<file path="src/sv/dtscw_pkg.sv">
`default_nettype none
// ----------------------------------------------------------------------------
// dtscw_pkg: shared types and constants of the date-time string checker
// Layout of "YYYY/MM/DD HH:MM:SS", status codes, calendar tables and the
// records that pass between the stages.
// ----------------------------------------------------------------------------
package dtscw_pkg;

    localparam int unsigned CHAR_W     = 8;
    localparam int unsigned STR_LEN    = 19;
    localparam int unsigned POS_SAT    = 20;
    localparam int unsigned NUM_DIGITS = 14;
    localparam int unsigned POS_W      = 5;
    localparam int unsigned SLOT_W     = 4;
    localparam int unsigned PAIR_W     = 7;

    localparam int unsigned YEAR_W    = 14;
    localparam int unsigned MONTH_W   = 4;
    localparam int unsigned DAY_W     = 5;
    localparam int unsigned WEEKDAY_W = 3;
    localparam int unsigned HOURS_W   = 5;
    localparam int unsigned MINUTES_W = 6;
    localparam int unsigned SECONDS_W = 6;

    localparam logic [CHAR_W-1:0] CHAR_ZERO  = 8'h30;
    localparam logic [CHAR_W-1:0] CHAR_NINE  = 8'h39;
    localparam logic [CHAR_W-1:0] CHAR_SLASH = 8'h2F;
    localparam logic [CHAR_W-1:0] CHAR_COLON = 8'h3A;
    localparam logic [CHAR_W-1:0] CHAR_SPACE = 8'h20;

    localparam logic [PAIR_W-1:0] MAX_MONTH   = 7'd12;
    localparam logic [PAIR_W-1:0] MAX_HOURS   = 7'd23;
    localparam logic [PAIR_W-1:0] MAX_MINUTES = 7'd59;
    localparam logic [PAIR_W-1:0] MAX_SECONDS = 7'd59;
    localparam logic [PAIR_W-1:0] MAX_YY      = 7'd99;
    localparam logic [PAIR_W-1:0] MONTH_MAR   = 7'd3;

    typedef enum logic [1:0] {
        STATUS_VALID  = 2'd0,
        STATUS_FORMAT = 2'd1,
        STATUS_RANGE  = 2'd2
    } status_t;

    typedef struct packed {
        logic [CHAR_W-1:0] char_code;
        logic              last_char;
    } char_word_t;

    typedef struct packed {
        logic              fmt_err;
        logic [PAIR_W-1:0] cen;
        logic [PAIR_W-1:0] yy;
        logic [PAIR_W-1:0] mon;
        logic [PAIR_W-1:0] day;
        logic [PAIR_W-1:0] hr;
        logic [PAIR_W-1:0] mn;
        logic [PAIR_W-1:0] sc;
    } scan_rec_t;

    typedef struct packed {
        status_t                status;
        logic [YEAR_W-1:0]      year;
        logic [MONTH_W-1:0]     month;
        logic [DAY_W-1:0]       day;
        logic [WEEKDAY_W-1:0]   weekday;
        logic [HOURS_W-1:0]     hours;
        logic [MINUTES_W-1:0]   minutes;
        logic [SECONDS_W-1:0]   seconds;
    } result_t;

    function automatic logic is_digit_pos(input logic [POS_W-1:0] p);
        unique case (p)
            5'd4, 5'd7, 5'd10, 5'd13, 5'd16: is_digit_pos = 1'b0;
            default:                         is_digit_pos = 1'b1;
        endcase
    endfunction

    function automatic logic [SLOT_W-1:0] digit_slot(input logic [POS_W-1:0] p);
        unique case (p)
            5'd0:    digit_slot = 4'd0;
            5'd1:    digit_slot = 4'd1;
            5'd2:    digit_slot = 4'd2;
            5'd3:    digit_slot = 4'd3;
            5'd5:    digit_slot = 4'd4;
            5'd6:    digit_slot = 4'd5;
            5'd8:    digit_slot = 4'd6;
            5'd9:    digit_slot = 4'd7;
            5'd11:   digit_slot = 4'd8;
            5'd12:   digit_slot = 4'd9;
            5'd14:   digit_slot = 4'd10;
            5'd15:   digit_slot = 4'd11;
            5'd17:   digit_slot = 4'd12;
            5'd18:   digit_slot = 4'd13;
            default: digit_slot = 4'd0;
        endcase
    endfunction

    function automatic logic [CHAR_W-1:0] sep_char(input logic [POS_W-1:0] p);
        unique case (p)
            5'd4, 5'd7:   sep_char = CHAR_SLASH;
            5'd10:        sep_char = CHAR_SPACE;
            default:      sep_char = CHAR_COLON;
        endcase
    endfunction

    function automatic logic [PAIR_W-1:0] pair_value(input logic [3:0] hi,
                                                     input logic [3:0] lo);
        pair_value = PAIR_W'({hi, 3'b000}) + PAIR_W'({hi, 1'b0}) + PAIR_W'(lo);
    endfunction

    function automatic logic [2:0] month_offset(input logic [PAIR_W-1:0] m);
        unique case (m)
            7'd1:    month_offset = 3'd0;
            7'd2:    month_offset = 3'd3;
            7'd3:    month_offset = 3'd2;
            7'd4:    month_offset = 3'd5;
            7'd5:    month_offset = 3'd0;
            7'd6:    month_offset = 3'd3;
            7'd7:    month_offset = 3'd5;
            7'd8:    month_offset = 3'd1;
            7'd9:    month_offset = 3'd4;
            7'd10:   month_offset = 3'd6;
            7'd11:   month_offset = 3'd2;
            7'd12:   month_offset = 3'd4;
            default: month_offset = 3'd0;
        endcase
    endfunction

    function automatic logic [DAY_W-1:0] days_in_month(input logic [PAIR_W-1:0] m,
                                                       input logic leap);
        unique case (m)
            7'd4, 7'd6, 7'd9, 7'd11: days_in_month = 5'd30;
            7'd2:                    days_in_month = leap ? 5'd29 : 5'd28;
            default:                 days_in_month = 5'd31;
        endcase
    endfunction

endpackage
`default_nettype wire

</file>
<file path="src/sv/datetime_string_check_weekday_unit.sv">
`default_nettype none
// ----------------------------------------------------------------------------
// datetime_string_check_weekday_unit: date-time string checker
// Takes "YYYY/MM/DD HH:MM:SS" one character word per cycle while in_stall is low
// and gives one result word per string: status, the parsed fields and the weekday.
// ----------------------------------------------------------------------------
// The unit takes one character word in every cycle with no gaps of its own;
// in_stall is registered and rises only when the output side has been
// stalled long enough to fill the input skid entry. Each word passes an
// input register, the scanner register and the result register; the input
// register loads at the edge that takes the word, after which the scanner
// registers the string's digit pairs and then the result register its result
// word. Status 1 flags a wrong length, a non-digit or a wrong separator;
// status 2 flags a field outside its calendar range (Gregorian leap years);
// the value fields and weekday (0 is Sunday) are zero unless status is 0.
module datetime_string_check_weekday_unit (
    input  wire logic                                 clk,
    input  wire logic                                 rst_n,
    input  wire logic                                 in_valid,
    output logic                                      in_stall,
    input  wire logic [dtscw_pkg::CHAR_W-1:0]         char_code,
    input  wire logic                                 last_char,
    output logic                                      out_valid,
    input  wire logic                                 out_stall,
    output logic [1:0]                                status,
    output logic [dtscw_pkg::YEAR_W-1:0]              year,
    output logic [dtscw_pkg::MONTH_W-1:0]             month,
    output logic [dtscw_pkg::DAY_W-1:0]               day,
    output logic [dtscw_pkg::WEEKDAY_W-1:0]           weekday,
    output logic [dtscw_pkg::HOURS_W-1:0]             hours,
    output logic [dtscw_pkg::MINUTES_W-1:0]           minutes,
    output logic [dtscw_pkg::SECONDS_W-1:0]           seconds
);
    import dtscw_pkg::*;

    char_word_t in_word;
    char_word_t sk_word;
    logic       sk_valid;
    logic       sk_ready;
    scan_rec_t  rec;
    logic       rec_valid;
    logic       rec_ready;
    result_t    res;

    assign in_word.char_code = char_code;
    assign in_word.last_char = last_char;

    dtscw_skid u_skid (
        .clk      (clk),
        .rst_n    (rst_n),
        .in_valid (in_valid),
        .in_word  (in_word),
        .in_stall (in_stall),
        .dn_valid (sk_valid),
        .dn_word  (sk_word),
        .dn_ready (sk_ready)
    );

    dtscw_scan u_scan (
        .clk       (clk),
        .rst_n     (rst_n),
        .w_valid   (sk_valid),
        .w_word    (sk_word),
        .w_ready   (sk_ready),
        .rec_valid (rec_valid),
        .rec       (rec),
        .rec_ready (rec_ready)
    );

    dtscw_eval u_eval (
        .clk       (clk),
        .rst_n     (rst_n),
        .rec_valid (rec_valid),
        .rec       (rec),
        .rec_ready (rec_ready),
        .res_valid (out_valid),
        .res       (res),
        .res_stall (out_stall)
    );

    assign status  = res.status;
    assign year    = res.year;
    assign month   = res.month;
    assign day     = res.day;
    assign weekday = res.weekday;
    assign hours   = res.hours;
    assign minutes = res.minutes;
    assign seconds = res.seconds;

endmodule
`default_nettype wire

</file>
<file path="src/sv/dtscw_skid.sv">
`default_nettype none
// ----------------------------------------------------------------------------
// dtscw_skid: input register with skid entry
// Registers each incoming word and drives a registered stall toward the
// sender, so the input side never waits on a combinational path.
// ----------------------------------------------------------------------------
module dtscw_skid (
    input  wire logic                  clk,
    input  wire logic                  rst_n,
    input  wire logic                  in_valid,
    input  dtscw_pkg::char_word_t      in_word,
    output logic                       in_stall,
    output logic                       dn_valid,
    output dtscw_pkg::char_word_t      dn_word,
    input  wire logic                  dn_ready
);
    import dtscw_pkg::*;

    logic       valid_reg, valid_next;
    logic       skid_valid_reg, skid_valid_next;
    char_word_t data_reg, data_next;
    char_word_t skid_reg, skid_next;
    logic       in_take;

    assign in_take  = in_valid && !skid_valid_reg;
    assign in_stall = skid_valid_reg;
    assign dn_valid = valid_reg;
    assign dn_word  = data_reg;

    always_comb
    begin
        valid_next      = valid_reg;
        skid_valid_next = skid_valid_reg;
        data_next       = data_reg;
        skid_next       = skid_reg;
        if (!valid_reg || dn_ready)
        begin
            valid_next      = skid_valid_reg || in_take;
            data_next       = skid_valid_reg ? skid_reg : in_word;
            skid_valid_next = 1'b0;
        end
        else if (in_take)
        begin
            // hold the word aside while downstream is blocked
            skid_valid_next = 1'b1;
            skid_next       = in_word;
        end
    end

    always_ff @(posedge clk or negedge rst_n)
    begin
        if (!rst_n)
        begin
            valid_reg      <= 1'b0;
            skid_valid_reg <= 1'b0;
        end
        else
        begin
            valid_reg      <= valid_next;
            skid_valid_reg <= skid_valid_next;
        end
    end

    always_ff @(posedge clk)
    begin
        data_reg <= data_next;
        skid_reg <= skid_next;
    end

endmodule
`default_nettype wire

</file>
<file path="src/sv/dtscw_scan.sv">
`default_nettype none
// ----------------------------------------------------------------------------
// dtscw_scan: character scanner
// Tracks the position in the string, checks each word against the layout,
// keeps the digits and, on the last word, registers the digit pairs.
// ----------------------------------------------------------------------------
module dtscw_scan (
    input  wire logic                  clk,
    input  wire logic                  rst_n,
    input  wire logic                  w_valid,
    input  dtscw_pkg::char_word_t      w_word,
    output logic                       w_ready,
    output logic                       rec_valid,
    output dtscw_pkg::scan_rec_t       rec,
    input  wire logic                  rec_ready
);
    import dtscw_pkg::*;

    logic [POS_W-1:0]  pos_reg, pos_next;
    logic              bad_reg, bad_next;
    logic              rec_valid_reg, rec_valid_next;
    scan_rec_t         rec_reg, rec_next;
    logic [3:0]        digit_reg [NUM_DIGITS];
    logic [3:0]        digit_next [NUM_DIGITS];
    logic              take;
    logic              bad_now;
    logic              is_dig;
    logic [CHAR_W-1:0] dig_off;

    assign w_ready   = !rec_valid_reg || rec_ready;
    assign take      = w_valid && w_ready;
    assign rec_valid = rec_valid_reg;
    assign rec       = rec_reg;
    assign is_dig    = (w_word.char_code >= CHAR_ZERO) && (w_word.char_code <= CHAR_NINE);
    assign dig_off   = w_word.char_code - CHAR_ZERO;

    always_comb
    begin
        digit_next = digit_reg;
        bad_now    = bad_reg;
        if (pos_reg < POS_W'(STR_LEN))
        begin
            if (is_digit_pos(pos_reg))
            begin
                if (is_dig)
                    digit_next[digit_slot(pos_reg)] = dig_off[3:0];
                else
                    bad_now = 1'b1;
            end
            else if (w_word.char_code != sep_char(pos_reg))
            begin
                bad_now = 1'b1;
            end
        end

        pos_next = pos_reg;
        bad_next = bad_reg;
        if (take)
        begin
            if (w_word.last_char)
            begin
                pos_next = '0;
                bad_next = 1'b0;
            end
            else
            begin
                bad_next = bad_now;
                if (pos_reg < POS_W'(POS_SAT))
                    pos_next = pos_reg + POS_W'(1);
            end
        end

        rec_next.fmt_err = bad_now || (pos_reg != POS_W'(STR_LEN - 1));
        rec_next.cen     = pair_value(digit_next[0], digit_next[1]);
        rec_next.yy      = pair_value(digit_next[2], digit_next[3]);
        rec_next.mon     = pair_value(digit_next[4], digit_next[5]);
        rec_next.day     = pair_value(digit_next[6], digit_next[7]);
        rec_next.hr      = pair_value(digit_next[8], digit_next[9]);
        rec_next.mn      = pair_value(digit_next[10], digit_next[11]);
        rec_next.sc      = pair_value(digit_next[12], digit_next[13]);

        rec_valid_next = rec_valid_reg && !rec_ready;
        if (take && w_word.last_char)
            rec_valid_next = 1'b1;
    end

    always_ff @(posedge clk or negedge rst_n)
    begin
        if (!rst_n)
        begin
            pos_reg       <= '0;
            bad_reg       <= 1'b0;
            rec_valid_reg <= 1'b0;
        end
        else
        begin
            pos_reg       <= pos_next;
            bad_reg       <= bad_next;
            rec_valid_reg <= rec_valid_next;
        end
    end

    always_ff @(posedge clk)
    begin
        if (take)
            digit_reg <= digit_next;
        if (take && w_word.last_char)
            rec_reg <= rec_next;
    end

endmodule
`default_nettype wire

</file>
<file path="src/sv/dtscw_eval.sv">
`default_nettype none
// ----------------------------------------------------------------------------
// dtscw_eval: range check and weekday
// Checks each field against its calendar limit, computes the weekday from all
// four date pairs, and holds the result word for the output.
// ----------------------------------------------------------------------------
module dtscw_eval (
    input  wire logic                  clk,
    input  wire logic                  rst_n,
    input  wire logic                  rec_valid,
    input  dtscw_pkg::scan_rec_t       rec,
    output logic                       rec_ready,
    output logic                       res_valid,
    output dtscw_pkg::result_t         res,
    input  wire logic                  res_stall
);
    import dtscw_pkg::*;

    logic              res_valid_reg, res_valid_next;
    result_t           res_reg, res_next;
    logic              take;
    logic [YEAR_W-1:0] year_w;
    logic              leap;
    logic [DAY_W-1:0]  dim;
    logic              range_bad;
    logic              early;
    logic              borrow;
    logic [PAIR_W-1:0] cy;
    logic [PAIR_W-1:0] yr;
    logic [9:0]        wsum;
    logic [4:0]        fold1;
    logic [3:0]        fold2;
    logic [2:0]        wd;

    assign rec_ready = !res_valid_reg || !res_stall;
    assign take      = rec_valid && rec_ready;
    assign res_valid = res_valid_reg;
    assign res       = res_reg;

    always_comb
    begin
        year_w = YEAR_W'(rec.cen) * YEAR_W'(100) + YEAR_W'(rec.yy);
        leap   = (rec.yy != '0) ? (rec.yy[1:0] == 2'b00) : (rec.cen[1:0] == 2'b00);
        dim    = days_in_month(rec.mon, leap);
        range_bad = (rec.mon == '0) || (rec.mon > MAX_MONTH) || (rec.day == '0)
                 || (rec.day > PAIR_W'(dim)) || (rec.hr > MAX_HOURS)
                 || (rec.mn > MAX_MINUTES) || (rec.sc > MAX_SECONDS);

        // year offset by four centuries, January and February count to the year before
        early  = rec.mon < MONTH_MAR;
        borrow = early && (rec.yy == '0);
        cy     = rec.cen + (borrow ? 7'd3 : 7'd4);
        if (borrow)
            yr = MAX_YY;
        else if (early)
            yr = rec.yy - PAIR_W'(1);
        else
            yr = rec.yy;

        wsum  = 10'({cy, 2'b00}) + 10'(cy) + 10'(yr) + 10'(yr[6:2]) + 10'(cy[6:2])
              + 10'(month_offset(rec.mon)) + 10'(rec.day);
        fold1 = 5'(wsum[9]) + 5'(wsum[8:6]) + 5'(wsum[5:3]) + 5'(wsum[2:0]);
        fold2 = 4'(fold1[4:3]) + 4'(fold1[2:0]);
        wd    = (fold2 >= 4'd7) ? 3'(fold2 - 4'd7) : fold2[2:0];

        res_next = '0;
        priority if (rec.fmt_err)
        begin
            res_next.status = STATUS_FORMAT;
        end
        else if (range_bad)
        begin
            res_next.status = STATUS_RANGE;
        end
        else
        begin
            res_next.status  = STATUS_VALID;
            res_next.year    = year_w;
            res_next.month   = rec.mon[MONTH_W-1:0];
            res_next.day     = rec.day[DAY_W-1:0];
            res_next.weekday = wd;
            res_next.hours   = rec.hr[HOURS_W-1:0];
            res_next.minutes = rec.mn[MINUTES_W-1:0];
            res_next.seconds = rec.sc[SECONDS_W-1:0];
        end

        res_valid_next = res_valid_reg && res_stall;
        if (take)
            res_valid_next = 1'b1;
    end

    always_ff @(posedge clk or negedge rst_n)
    begin
        if (!rst_n)
            res_valid_reg <= 1'b0;
        else
            res_valid_reg <= res_valid_next;
    end

    always_ff @(posedge clk)
    begin
        if (take)
            res_reg <= res_next;
    end

endmodule
`default_nettype wire

</file>
<file path="config.mk">
export PLATFORM = sky130hd
export DESIGN_NAME = datetime_string_check_weekday_unit
export DESIGN_NICKNAME = d
export VERILOG_FILES = /design/src/sv/dtscw_pkg.sv /design/src/sv/datetime_string_check_weekday_unit.sv /design/src/sv/dtscw_skid.sv /design/src/sv/dtscw_scan.sv /design/src/sv/dtscw_eval.sv
export SDC_FILE = /design/constraint.sdc
export NUM_CORES = 1
export LEC_CHECK = 0
export BUFFER_PORTS_ARGS = -buffer_cell sky130_fd_sc_hd__clkbuf_2
export CAP_MARGIN = 10
export CORE_AREA = 2 2 152 154
export CTS_CLUSTER_DIAMETER = 80
export DETAILED_ROUTE_END_ITERATION = 8
export DIE_AREA = 0 0 154 156
export GPL_ROUTABILITY_DRIVEN = 0
export PLACE_DENSITY = 0.77
export SETUP_SLACK_MARGIN = 0.1
export SLEW_MARGIN = 20
export SYNTH_ARGS = -nofsm -noshare
export SYNTH_HDL_FRONTEND = slang
export SYNTH_HIERARCHICAL = 1
export SYNTH_SLANG_ARGS = --single-unit
</file>
<file path="constraint.sdc">
create_clock -name clk -period 8.6 [get_ports clk]
set_clock_uncertainty 0.15 [all_clocks]
set_input_delay 0.43 -clock clk [delete_from_list [all_inputs] [get_ports clk]]
set_output_delay 0.43 -clock clk [all_outputs]
set_load 0.1 [all_outputs]
</file>
==> metrics.cfg <==
[outcome]
outcome = finished clean

[floorplan]
fp.dieH_um = 156
rows = 55
start_util_pct = 54.1
dieArea_um2 = 24000
core-area_um2 = 22400
io_pins = 60
die_x_um = 154

[final_layout]
diodes = 0
drive_gt1_share_pct = 27.5
n_fill_cell = 1653
regArea_um2 = 5330
multi_input_area_um2 = 6650
layout.nets = 1270
largest_reg_flops = 56
area_growth_pct = 15.2
fin_cells = 1388

[logic_synthesis]
netlist_top_cells_area = edfxtp_1, ha_1, fa_1
synth-xor-area-share_pct = 4.56
ys.flop_type = edfxtp_1
synth-edff-count = 169
synth-simple-area-share_pct = 11.1
synthesis.nets = 1169
synthDistinctLibCells = 88
muxShareOfSynthArea_pct = 7.37
synthArstFlopShare_pct = 5.59
yosys_warnings = 6
ys_seq_area_share_pct = 44.0
synth_top_family_by_area = adder cells
synth_area_leader_cell = edfxtp_1
netlist_area_um2 = 12100
ys_seq_elements = 179
synth_fa_ha_area_share_pct = 19.9
synth_compound_gate_area_share_pct = 8.70
yosysTopAreaCellShare_pct = 42.0
syn_avg_cell_area_um2 = 12.2
syn_inst = 989

[worst_hold_path]
min_from = char_code[5]
min_path_type = in -> reg
holdPathStages = 1

[clock_network]
cts_tree = done
cts_inserted_buffers = 17
htreeDepth = 4
cts.sinks = 179
cts_root_buf = clkbuf_16
clock_latency_ns = 0.43
clkTransAtPathRegs_ns = 0.07
clk_path_buf_depth = 2

[routing]
viasPerCell = 5.68
drt_iter0_drc = 541
drt-wirelength-per-cell_um = 17.4
num_vias = 7883
drc_errors = 0
totalWireLength_mm = 24.2
drt_first_pass_iters = 8
ant_nets = 0

[timing]
whs_ns = 0.0361
min_period_ns = 8.48
min_period_over_period_pct = 98.6
hold_violations = 0
max_slew.worst_pin.slew_ns = 1.07
slew_headroom_pct = 28.4
fmax_ghz = 0.118
setup_violations = 0
drv_slew = 0
tns_ns = 0

[grt]
grt_pass1_wl_mm = 38.4
antenna_found_initial = 0
grt_overflow = 0
grt_pass1_vias = 7853
grt_usage_pct = 20.1
grt_max_degree = 61

[placement]
dp_hpwl_mm = 16.6
port-buffer-count = 59
dpl.cell_count = 1341

[worst_setup_path]
critPathBufInv = 7
rr_worst_depth = 39
critPathCaptureType = flop
crit_path_start_kind = flop
cp.arrival_ns = 8.47
path_delay_family = adder cells
path_depth = 39
critPathMaxFanout = 4
crit_type = reg -> reg
r2r_start = u_scan/rec[37]
cp-startpoint = u_scan/rec[37]
worst_path_max_delay_cell = fa_2
cp.required_ns = 8.59
cpPeakStageDelay_ns = 0.59

[flow_run]
cap_violations = 0

## routing by layer
metal  vias to the layer above  wire [um]  share of wire [%]  global-route usage, %
li1                       3777          -                  -                      -
met1                      3849      10200                 42                   24.6
met2                       210      12400                 51                   35.4
met3                        47        900                3.7                   3.92
met4                         0        613                2.5                   7.03
met5                         -          0                  0                      0
## worst paths after layout
path / endpoint / slack [ns]
min: u_skid/skid_reg[6] / 0.04
max reg2reg: u_eval/res[17] / 0.12
min reg2reg: u_eval/res[1] / 0.37
max in group asynchronous: u_scan/pos_reg[1] / 7.85
min in group asynchronous: u_skid/in_stall / 0.24
max: u_eval/res[17] / 0.12
## timing repair
item / CTS / global route
hold endpoints to repair: 10 / 0
endpoints found under the setup margin: 2 / 3
gates resized for setup: 18 / 64
pin swaps: 9 / 47
gates cloned: 0 / 0
buffers inserted: 4 / 10
hold buffers: 1 / 0
## cell usage in the layout (no fill, tap or decap), types with 10 or more instances in the layout
master and count:
mux2_2 48, ha_1 113, mux2_4 13, clkbuf_2 59
edfxtp_1 169, inv_2 12, and2_1 26, nand2_1 31
inv_1 86, nor2_1 44, a21oi_1 40, nand2b_1 12
xnor2_1 37, a21o_1 22, nor3_1 15, fa_1 39
buf_4 42, mux2i_1 11, dfrtp_1 10, xor2_1 19
clkbuf_16 17, o21ai_0 32, nor2b_1 13
## area by class of cell
class,count,area share [%]
flip-flops and latches,179,38.2
repair buffers,104,4.62
clock inverters,15,0.998
clock buffers,17,3.06
well taps,285,2.56
inverters,100,2.74
multi-input cells,688,47.8
## metrics by stage
stage / util [%] / area (um^2) / setup WS, ns
after floorplan: - / 12100 / 0.115
after global placement: 57.5 / 12900 / 0.0626
after detailed placement: 57.5 / 12900 / -0.214
after CTS: 60.5 / 13500 / 0.122
after global routing: 62.2 / 13900 / -0.101
final: 62.2 / 13900 / 0.119
## cells in the mapped netlist, drive strengths merged, types with 10 or more instances
library cell / n
and2: 27
a21oi: 46
dfrtp: 10
mux2: 61
xor2: 19
inv: 99
nand2: 37
fa: 40
o21ai: 35
nor2: 58
edfxtp: 169
nor2b: 13
xnor2: 44
nand3: 12
ha: 127
a21o: 22
nor3: 20
buf: 13
nand2b: 14
mux2i: 12
## cell families (layout without fill, tap and decap cells)
| group | Yosys count | in the layout |
|---|---|---|
| AND/OR/NAND/NOR | 227 | 227 |
| flip-flops | 179 | 179 |
| adder cells (fa/ha/maj) | 169 | 169 |
| AO/OA/AOI/OAI | 155 | 155 |
| buffers and inverters | 122 | 236 |
| multiplexers | 74 | 74 |
| XOR/XNOR | 63 | 63 |
Power is left out: the tool's default activity adds up to more than one toggle a clock period on the data nets, which glitch-free logic cannot reach.
